<file path="src/hw/rtl/itrb_ram.sv">
module itrb_ram #(
  parameter int unsigned WIDTH = 8,
  parameter int unsigned DEPTH = 16,
  localparam int unsigned AW = (DEPTH > 1) ? $clog2(DEPTH) : 1
) (
  input  logic             clk_i,
  input  logic             we_i,
  input  logic [AW-1:0]    waddr_i,
  input  logic [WIDTH-1:0] wdata_i,
  input  logic             re_i,
  input  logic [AW-1:0]    raddr_i,
  output logic [WIDTH-1:0] rdata_o
);

  logic [WIDTH-1:0] mem_q [DEPTH];
  logic [WIDTH-1:0] rdata_q;

  always_ff @(posedge clk_i) begin
    if (we_i) begin
      mem_q[waddr_i] <= wdata_i;
    end
    if (re_i) begin
      rdata_q <= mem_q[raddr_i];
    end
  end

  assign rdata_o = rdata_q;

endmodule
</file>
<file path="config.mk">
export PLATFORM = sky130hd
export DESIGN_NAME = itrb_ram
export DESIGN_NICKNAME = d
export VERILOG_FILES = /design/src/hw/rtl/itrb_ram.sv
export SDC_FILE = /design/constraint.sdc
export NUM_CORES = 1
export LEC_CHECK = 0
export CORE_ASPECT_RATIO = 0.6
export CORE_MARGIN = 3
export CORE_UTILIZATION = 60
export DETAILED_ROUTE_END_ITERATION = 6
export DONT_BUFFER_PORTS = 1
export GPL_ROUTABILITY_DRIVEN = 0
export HOLD_SLACK_MARGIN = 0.15
export MAX_ROUTING_LAYER = met4
export PLACE_DENSITY = 0.76
export SETUP_SLACK_MARGIN = 0.2
export SLEW_MARGIN = 0
export SYNTH_ARGS = -nofsm -noshare
export SYNTH_HDL_FRONTEND = slang
export SYNTH_SLANG_ARGS = --single-unit
</file>
<file path="constraint.sdc">
create_clock -name clk_i -period 2.4 [get_ports clk_i]
set_input_delay 0.48 -clock clk_i [delete_from_list [all_inputs] [get_ports clk_i]]
set_output_delay 0.48 -clock clk_i [all_outputs]
set_load 0.02 [all_outputs]
</file>
## Word-level counts from Yosys, hierarchy flattened

Memory sizes are Yosys's and may differ from the RTL's. A register that Yosys moved wholly into a read port is not among the register bits.
Index checks and enable logic that the tools add are counted.

| storage, ports and cells | value |
|---|---|
| bits in registers | 0 |
| latch bits | 0 |
| memory bits (writable) | 128 |
| memory bits (read-only) | 0 |
| word-level logic and storage cells | 3 |
| memories kept | 1 |

| cells by class | value |
|---|---|
| add/sub/neg operators | 0 |
| multipliers | 0 |
| divide/modulo/power cells | 0 |
| $lt $le $gt $ge | 0 |
| equal/unequal tests | 0 |
| shifts and indexed selects | 0 |
| multiplexer cells | 2 |
| bitwise logic cells | 0 |
| reduce and logical (&&, ||, !) cells | 0 |

Memory list:

| memory | depth | bits a word | rd ports | clocked after memory_dff | wr ports | line | text |
|---|---|---|---|---|---|---|---|
| mem_q | 16 | 8 | 1 | 1 | 1 | 15 | `logic [WIDTH-1:0] mem_q [DEPTH];` |

Operators by type and width:

| cell | count |
|---|---|
| 2-to-1 mux 1 bit | 2 |

## Logic depth before layout (Yosys ltp)

Gate-level depths: netlist of run 1.

| logic depth | value |
|---|---|
| depth in word-level cells | 2 |
| mapped depth | 5 |
| gate-level depth less buffers | 3 |

## Least setup slack after synthesis of run 1

OpenSTA, ideal clock, no wires.

| timing path | value |
|---|---|
| kind | input -> register |
| from | input port waddr_i[2] |
| to | memory mem_q[0][0], enable pin |
| setup time | 0.383 ns |
| arrival | 1.590 ns |
| data required time | 2.017 ns |
| path slack | 0.427 ns |
| stages | 2 |
| path buffers | 0 |
| cell sequence | or3b_2 nor3_1 |

RTL lines:

| element | line | text |
|---|---|---|
| start, declared | 8 | `input logic [AW-1:0] waddr_i,` |
| end, declared | 15 |  |

Straight into the memory's write port.

==> results.ini, run 1 <==
[outcome]
status=completed

[sta]
setup_viol=0
min_period_ps=1485
relSlewSlack_pct=38.47
slew_viol_final=0
rsz0062_at_grt=no
timing.final.crit_share_pct=61.88
fmax_mhz=673.4
finalHoldViolCount=0
finalSetupTns_ps=0
clock_skew_ps=5.728
worst_pin_slew_ps=919.5

[setup_path]
crit_arrival_ps=1640
critical_path_class=reg2reg
start_kind=flip-flop
end_kind=flip-flop
reg2reg_depth=3
cp.required_ps=2550
path_max_fanout=1

[yosys]
synth.net_count=248
netlist-cell-type-count=18
yosysWarnings=0
ys_seq_area_share_pct=78.12
synthCells=229
syn_area_sq_um=5228
synth-seq-cells=136
postSynthAreaPerCell_sq_um=22.83

[detailed_routing]
drt_drc_violations_left=0
ant_nets=0
drt_iter0_drc=224
drt-vias-per-instance=6.324
routed_wl_mm=10.02
wl_per_cell_um=26.16
dr_total_vias=2422
firstDrtPassIters=4

[clocking]
clk_latency_ps=400
cts_tree=built
cts_htree_levels=4
clkSlewWorstSetupHoldPaths_ps=50
clock_path_buffers=2
clock_sinks=136
cts_setup_buffers=0
numCtsBuffers=17
root_buffer=clkbuf_16

[layout]
layout_common_cells=edfxtp_1, mux4_2, clkbuf_16
mostFrequentLayoutCell=edfxtp_1
drive_above_1_share_pct=21.45
multi_input_area_sq_um=1057
diodes=0
fin_cells=383
area_growth_pct=15.39
layout.area.seq_sq_um=4084
nFillCells=459
final_nets=282

[place]
dp_hpwl_mm=5.988
placedCellCount=342
port_buffers=0

[floorplanning]
io_pins=27
die_height_um=78.30
rows=25
fp.dieW_um=126.5
coreArea_sq_um=8164
fp.dieArea_sq_um=9905
initial_core_util_pct=64.03

[min_path]
hold_class=in2reg
holdPathStages=0

[global_route]
grt_pass1_wl_mm=14.76
gr-usage-all-layers_pct=21.97
grt_pass1_vias=2501
antenna_found_initial=0
grt_max_degree=33
grt-ovfl-total=0

[power_and_ir_drop]
leakagePower_nw=1.991
vdd_ir_drop_max_mv=0.6024
p_per_area_nw_per_um2=870.5

[flow_run]
maxCapViolations=0

[logic make-up (layout without fill, tap and decap cells)]
group           count (synthesis)  after routing  synth area share, %
flops                         136            136                78.12
mux                            32             32                14.79
simple gates                   35             35                3.136
compound gates                 16             16                2.298
buf+inv                        10             56                1.651
[state kept, by name, indices dropped and copies added, names as in the netlist]
signal   cells
mem_q      128
rdata_o      8
[layout make-up]
cell class / instances / area share (%)
flip-flops and latches: 136 / 67.70
multi-input cells: 83 / 17.53
clock buffers: 19 / 7.177
repair buffers: 25 / 3.526
well taps: 108 / 2.240
clock inverters: 12 / 1.825
[critical path: stages (launching register included)]
cell and delay [ps]:
edfxtp_1 360, mux4_1 550, a22oi_1 250, nand2_1 80
[routing by layer]
layer  vias to the layer above  global-route usage (%)  part of all wire [%]
met3                         7                   7.954                   9.5
met2                       106                   30.59                    46
met1                      1261                   30.79                    44
met5                         -                       -                     0
met4                         0                   7.495                  0.38
li1                       1048                       -                     -
[synth_stat cells]
cell / instances / area, sq um
mux4_1: 14 / 367.9
buf_6: 3 / 33.78
nand3_1: 1 / 5.000
nand3b_1: 2 / 15.01
a22oi_1: 16 / 120.1
buf_2: 3 / 15.01
nand2b_1: 2 / 12.51
buf_4: 1 / 7.510
nor2_1: 13 / 48.80
edfxtp_1: 136 / 4084
nor2b_1: 1 / 6.260
mux4_2: 18 / 405.4
nor3_1: 4 / 20.02
nand2_1: 9 / 33.78
or3b_2: 1 / 8.760
and2_1: 1 / 6.260
and2b_1: 1 / 7.510
clkdlybuf4s25_2: 3 / 30.03
[stage by stage]
step	area (sq um)	hold WS [ps]	worst slack (ps)	power [mW]	utilization, %
6_report	6032	171.3	915.0	5.251	73.89
5_1_grt	6032	149.9	877.1	5.420	73.89
4_1_cts	5932	157.8	908.3	5.264	72.66
3_5_place_dp	5389	579.9	587.7	2.900	66.01
3_3_place_gp	5389	579.8	625.3	2.895	66.01
2_1_floorplan	5228	578.9	427.1	2.886	-
[worst paths after layout]
path                       endpoint  slack [ps]                   from
max reg2reg    rdata_o[1]$_DFFE_PP_         910  mem_q[1][1]$_DFFE_PP_
max            rdata_o[1]$_DFFE_PP_         910  mem_q[1][1]$_DFFE_PP_
min reg2reg    rdata_o[2]$_DFFE_PP_         750  mem_q[4][2]$_DFFE_PP_
min          mem_q[13][7]$_DFFE_PP_         170             wdata_i[7]
[power by group]
group / internal, mW / switching (mW) / total [mW]
combinational: 0.0915 / 0.0728 / 0.164
sequential: 2.68 / 0.0302 / 2.71
clock: 1.50 / 0.880 / 2.38
[repair_timing]
item                      4_1_cts  5_1_grt
hold endpoints to repair        0       40
resized for setup               0        0
hold buffers                    0       10
No activity file was read; power rests on OpenSTA's default activity.
==> inputs of run 2 (changes only) <==
- ABC_AREA: not set -> 1
- CORE_UTILIZATION: 60 -> 57
- PLACE_DENSITY: 0.76 -> 0.75
- clock period: 2.4 -> 1.3 ns (I/O delays scaled with it)
==> run 2 against run 1 <==
  * Non-clock buffer count increased by 5
  * Via count increased by 60%
  * Largest cell class unchanged
  * Clock power increased by 98%
  * Count of clock-buffer cells in the layout decreased by 1
  * Sequential share of layout area decreased by 8.5 points
  * Critical endpoint unchanged
  * Synthesized area increased by 12%
  * Cell area increased by 14%
  * Combinational power increased to 3.2 times the previous value
  * First-iteration DRC count increased by 140%
  * Global-route usage increased by 2.4 points
  * Synthesized cell count increased by 140%
  * Core utilization decreased by 1.7 points
==> results.ini, run 2 <==
[global_route]
gr-usage-all-layers_pct=24.36  ; +2.4 points
antenna_found_initial=1  ; +1
grt_pass1_wl_mm=19.91  ; +35%
grt-ovfl-total=0  ; unchanged
grt_pass1_vias=3629  ; +45%
grt_max_degree=66  ; +100%

[sta]
rsz0062_at_grt=yes
worst_pin_slew_ps=669.7  ; -249.8 ps
holdWs_ps=129.4  ; -41.87 ps
setup_viol=0  ; unchanged
timing.final.crit_share_pct=94.24
fmax_mhz=816.2
relSlewSlack_pct=55.36  ; +17 points
slew_viol_final=0  ; unchanged
clock_skew_ps=4.618  ; -1.110 ps
finalSetupTns_ps=0  ; unchanged
min_period_ps=1225
worst_slack_ps=74.86  ; -840.1 ps
finalHoldViolCount=0  ; unchanged

[setup_path]
worst_path_largest_cell_delay_ps=830  ; +280 ps
critical_path_class=in2reg
start_kind=input port
timing.rr.end=rdata_o[4]$_DFFE_PP_
cp.required_ps=1470  ; -1080 ps
r2r-start=mem_q[9][4]$_DFFE_PP_
crit_arrival_ps=1390  ; -250 ps
reg2reg_depth=6  ; +3
crit_start=raddr_i[2]
cp_slowest_cell=dlygate4sd3_1
crit_family=buffers and inverters
end_kind=flip-flop
r2r_slack_ps=210  ; -700 ps
path_max_fanout=12  ; +11
path_buf_inv=1  ; +1
crit_chain=dlygate4sd3_1 -> nand3_1 -> nand3_2 -> nand2_1

[min_path]
min_to=rdata_o[3]$_DFFE_PP_
hold_class=in2reg
holdPathStages=3  ; +3
worstHoldStart=raddr_i[2]

[place]
placedCellCount=676  ; +98%
port_buffers=0  ; unchanged
place_area_sq_um=6051  ; +12%
dp_slack_ps=2.817  ; -584.9 ps
dp_hpwl_mm=7.832  ; +31%

[yosys]
ys.flop_type=edfxtp_1
synthTopCellsByArea=edfxtp_1, nand2_1, nand3_1, inv_1, buf_6
synth_top_area_share_pct=69.85  ; -8.3 points
synth_most_common_cell=nand2_1
yosysWarnings=0  ; unchanged
synthCells=551  ; +140%
synthTopCellsByCount=nand2_1, edfxtp_1, inv_1
synthArstFlopShare_pct=0  ; unchanged
postSynthAreaPerCell_sq_um=10.61  ; -54%
synth_largest_area_cell=edfxtp_1
netlist-cell-type-count=11  ; -7
synth_edf_count=136  ; unchanged
syn_area_sq_um=5847  ; +12%
synth-seq-cells=136  ; unchanged
ys_seq_area_share_pct=69.85  ; -8.3 points
synth.net_count=570  ; +130%

[layout]
area_growth_pct=18.06
mostFrequentLayoutCell=nand2_1
final_nets=595  ; +110%
final_cell_area_sq_um=6903  ; +14%
layout_common_cells=nand2_1, edfxtp_1, inv_1
regMostFlops=mem_q
largest_reg_flops=128  ; unchanged
drive_above_1_share_pct=15.45  ; -6.0 points
fin_cells=720  ; +88%
nFillCells=659  ; +44%

[power_and_ir_drop]
leakagePower_nw=2.938  ; +48%
vdd_ir_drop_max_mv=1.092  ; +81%
p_per_area_nw_per_um2=1485  ; +71%

[detailed_routing]
wl_per_cell_um=17.97  ; -31%
ant_nets=0  ; unchanged
routed_wl_mm=12.94  ; +29%
firstDrtPassIters=5  ; +1
drt_iter0_drc=547  ; +140%
drt-vias-per-instance=5.383  ; -15%
dr_total_vias=3876  ; +60%
drt_drc_violations_left=0  ; unchanged

[clocking]
cts_htree_levels=4  ; unchanged
clk_latency_ps=410  ; about the same
numCtsBuffers=17  ; unchanged
clock_sinks=136  ; unchanged
cts_tree=built
root_buffer=clkbuf_16
clkSlewWorstSetupHoldPaths_ps=60  ; about the same
clock_path_buffers=2  ; unchanged

[outcome]
status=completed

[floorplanning]
initial_core_util_pct=61.16  ; -2.9 points
fp.dieArea_sq_um=11550  ; +17%
fp.dieW_um=136.8  ; +8.1%
coreArea_sq_um=9560  ; +17%
die_height_um=84.45  ; +7.9%
rows=27  ; +8.0%
io_pins=27  ; unchanged

[flow_run]
maxCapViolations=0  ; unchanged

## run 2: cell count changes in the layout (fill, tap and decap cells not counted), moves of 4 or more
cell	delta
nand3_2	+28
a22oi_1	-16
mux4_1	-14
nand3_1	+68
buf_12	+4
inv_2	+5
nor2_2	+6
nand2_1	+161
inv_1	+97
mux4_2	-18
nor3_1	-4
## run 2: area by class of cell
type / count / area, sq um / area share (%)
clock buffers: 18 / 429.2 / 6.217
flip-flops and latches: 136 / 4084 / 59.16
multi-input cells: 289 / 1376 / 19.94
repair buffers: 30 / 307.8 / 4.459
well taps: 130 / 162.7 / 2.356
diodes: 1 / 2.502 / 0.03625
inverters: 102 / 382.9 / 5.546
clock inverters: 14 / 157.7 / 2.284
## run 2: where the power goes
group	internal [mW]	switching, mW	leakage [nW]
Sequential	4.95	0.0604	1.24
Combinational	0.178	0.346	1.42
Clock	2.99	1.74	0.279
Total	8.11	2.14	2.94
## run 2: worst max path at each step
stage / endpoint / slack (ps) / depth (start not counted)
2_1_floorplan: mem_q[10][0]$_DFFE_PP_ / 90 / 2
3_5_place_dp: rdata_o[4]$_DFFE_PP_ / 3 / 5
5_1_grt: rdata_o[1]$_DFFE_PP_ / 70 / 4
3_3_place_gp: rdata_o[3]$_DFFE_PP_ / 20 / 5
6_report: rdata_o[1]$_DFFE_PP_ / 70 / 4
4_1_cts: rdata_o[7] / 80 / 0
## run 2: timing repair
| item | in CTS | in global routing |
|---|---|---|
| hold endpoints to repair | 144 | 5 |
| pin swaps | 0 | 39 |
| setup endpoints to repair | 9 | 32 |
| resized for setup | 1 | 34 |
| cloned | 0 | 0 |
| hold buffers | 10 | 1 |
| setup buffers | 0 | 0 |
## run 2: tightest hold or removal path: stages
cell,delay [ps]
nand3_1,50
nand3_1,60
nand2_1,60
## run 2: through the flow
stage / power, mW / util (%)
2_1_floorplan: 5.431 / -
3_3_place_gp: 5.464 / 63.29
3_5_place_dp: 5.476 / 63.29
4_1_cts: 10.26 / 70.53
5_1_grt: 10.58 / 72.20
6_report: 10.25 / 72.20
## run 2: logic make-up after synthesis
kind of cell	synth area share, %
buffers and inverters	9.394
flip-flops	69.85
AND/OR/NAND/NOR	20.76
## run 2: routing by layer
metal / wire length [um] / track usage [%]
met4: 215 / 8.783
met5: 0 / -
met2: 5766 / 32.93
met3: 1225 / 6.826
met1: 5728 / 35.43
==> inputs of run 3 (changes only) <==
- CORE_ASPECT_RATIO: 0.6 -> 0.9
==> run 3 against run 2 <==
  * Critical path type is now reg2out
  * Die area is 0.33% lower
  * First-iteration DRC count shrank 15%
  * Worst setup slack gained 30 ps
  * Count of clock-buffer cells in the layout is 2 higher
  * Cell area up 3.1%
  * Largest cell class unchanged
  * Wire length rose by 11%
  * Critical endpoint is now rdata_o[0]
  * Global-route usage up 1.6 points
  * Via count rose by 4.8%
  * Critical path depth fell by 4
  * Highest routed layer unchanged
  * Combinational power up 19%
==> results.ini, run 3 (synthesized netlist as in run 2, its figures left out) <==
[outcome]
status=completed

[setup_path]
critical_path_class=reg2out
cp.required_ps=1040  ; -430 ps
start_kind=flip-flop
end_kind=primary output
crit_arrival_ps=930  ; -460 ps
path_max_fanout=1  ; -11

[clocking]
cts_setup_buffers=0  ; unchanged
root_buffer=clkbuf_16
clock_path_buffers=2  ; unchanged
clock_sinks=136  ; unchanged
clk_latency_ps=420  ; about the same
cts_tree=built
cts_htree_levels=4  ; unchanged
numCtsBuffers=17  ; unchanged
clkSlewWorstSetupHoldPaths_ps=60  ; about the same

[layout]
diodes=0  ; -1
mostFrequentLayoutCell=nand2_1
layout.area.seq_sq_um=4084  ; unchanged
nFillCells=604  ; -8.3%
final_cell_area_sq_um=7118  ; +3.1%
area_growth_pct=21.74
layout_common_cells=nand2_1, edfxtp_1, inv_1
fin_cells=717  ; -0.42%
drive_above_1_share_pct=21.66  ; +6.2 points
final_nets=597  ; +0.34%
utilization_pct=72.43  ; +0.23 points
largest_reg_flops=128  ; unchanged
regMostFlops=mem_q
multi_input_area_sq_um=1536  ; +12%

[flow_run]
maxCapViolations=0  ; unchanged

[global_route]
grt_pass1_wl_mm=21.07  ; +5.8%
antenna_found_initial=0  ; -1
gr-usage-all-layers_pct=25.97  ; +1.6 points
grt_pass1_vias=3842  ; +5.9%
grt-ovfl-total=0  ; unchanged
grt_max_degree=66  ; unchanged

[detailed_routing]
ant_nets=0  ; unchanged
drt_drc_violations_left=0  ; unchanged
dr_total_vias=4061  ; +4.8%
firstDrtPassIters=7  ; +2
drt-vias-per-instance=5.664  ; +5.2%
routed_wl_mm=14.30  ; +11%
drt_iter0_drc=467  ; -15%
wl_per_cell_um=19.95  ; +11%

[power_and_ir_drop]
p_sw_share_pct=21.64  ; +0.73 points
vdd_ir_drop_max_mv=1.334  ; +22%
leakagePower_nw=3.056  ; +4.0%
pwr-share-seq_pct=48.1  ; -0.7 points
p_clk_share_pct=45.9  ; -0.2 points
comb_power_share_pct=6.0  ; +0.9 points
p_switching_mw=2.252  ; +5.1%
power.total_mw=10.41  ; +1.5%
p_int_mw=8.155  ; +0.57%
p_per_area_nw_per_um2=1462  ; -1.6%

[floorplanning]
die_height_um=102.1  ; +21%
fp.dieArea_sq_um=11510  ; -0.33%
fp.dieW_um=112.8  ; -18%
io_pins=27  ; unchanged
rows=34  ; +26%
initial_core_util_pct=59.50  ; -1.7 points
coreArea_sq_um=9827  ; +2.8%

[sta]
setup_viol=0  ; unchanged
slew_viol_final=0  ; unchanged
relSlewSlack_pct=44.37  ; -11 points
rsz0062_at_grt=yes
fmax_mhz=837.1  ; +2.6%
timing.final.crit_share_pct=91.90  ; -2.3 points
min_period_ps=1195  ; -30.47 ps
worst_pin_slew_ps=834.5  ; +164.9 ps
finalHoldViolCount=0  ; unchanged
worst_slack_ps=105.3  ; +30.47 ps
clock_skew_ps=8.020  ; +3.402 ps
finalSetupTns_ps=0  ; unchanged
holdWs_ps=159.7  ; +30.32 ps

[place]
dp_slack_ps=-49.98  ; -52.80 ps
place_area_sq_um=6071  ; +0.33%
port_buffers=0  ; unchanged
dp_hpwl_mm=8.011  ; +2.3%
placedCellCount=672  ; -0.59%

[min_path]
hold_class=in2reg

run 3: cell type report:
| class | instances | area share, % |
|---|---|---|
| inverters | 102 | 5.379 |
| well taps | 126 | 2.215 |
| flip-flops and latches | 136 | 57.37 |
| clock buffers | 20 | 6.135 |
| clock inverters | 12 | 2.144 |
| multi-input cells | 289 | 21.59 |
| repair buffers | 32 | 5.168 |
run 3: final timing paths:
kind | from | endpoint | slack, ps | cells after the start
min | raddr_i[2] | rdata_o[0]$_DFFE_PP_ | 160 | 3
min reg2reg | mem_q[10][0]$_DFFE_PP_ | rdata_o[0]$_DFFE_PP_ | 760 | 6
max | rdata_o[0]$_DFFE_PP_ | rdata_o[0] | 110 | 0
max reg2reg | mem_q[5][5]$_DFFE_PP_ | rdata_o[5]$_DFFE_PP_ | 130 | 6
run 3: metal layers:
metal | up-vias | wire length (um) | track usage (%)
li1 | 1835 | - | -
met1 | 1876 | 5330 | 34.02
met2 | 304 | 6823 | 38.57
met3 | 46 | 1743 | 7.874
met4 | 0 | 406 | 10.26
met5 | - | 0 | -
run 3: power groups by stage:
stage	Clock, mW	Combinational (mW)	Sequential (mW)
final	4.78	0.625	5.01
after global routing	5.00	0.675	5.01
after CTS	4.78	0.526	5.01
after detailed placement	0	0.396	5.10
after global placement	0	0.388	5.09
after floorplan	0	0.350	5.08
run 3: worst min-delay path, stage by stage:
cell	delay [ps]
nand3_2	60
nand3_2	70
nand2_1	70
run 3: what timing repair did:
| action | 4_1_cts | 5_1_grt |
|---|---|---|
| endpoints found under the hold margin | 144 | 5 |
| pin swaps | 4 | 51 |
| gates resized for setup | 11 | 70 |
| setup endpoints to repair | 13 | 144 |
| hold buffers | 11 | 2 |
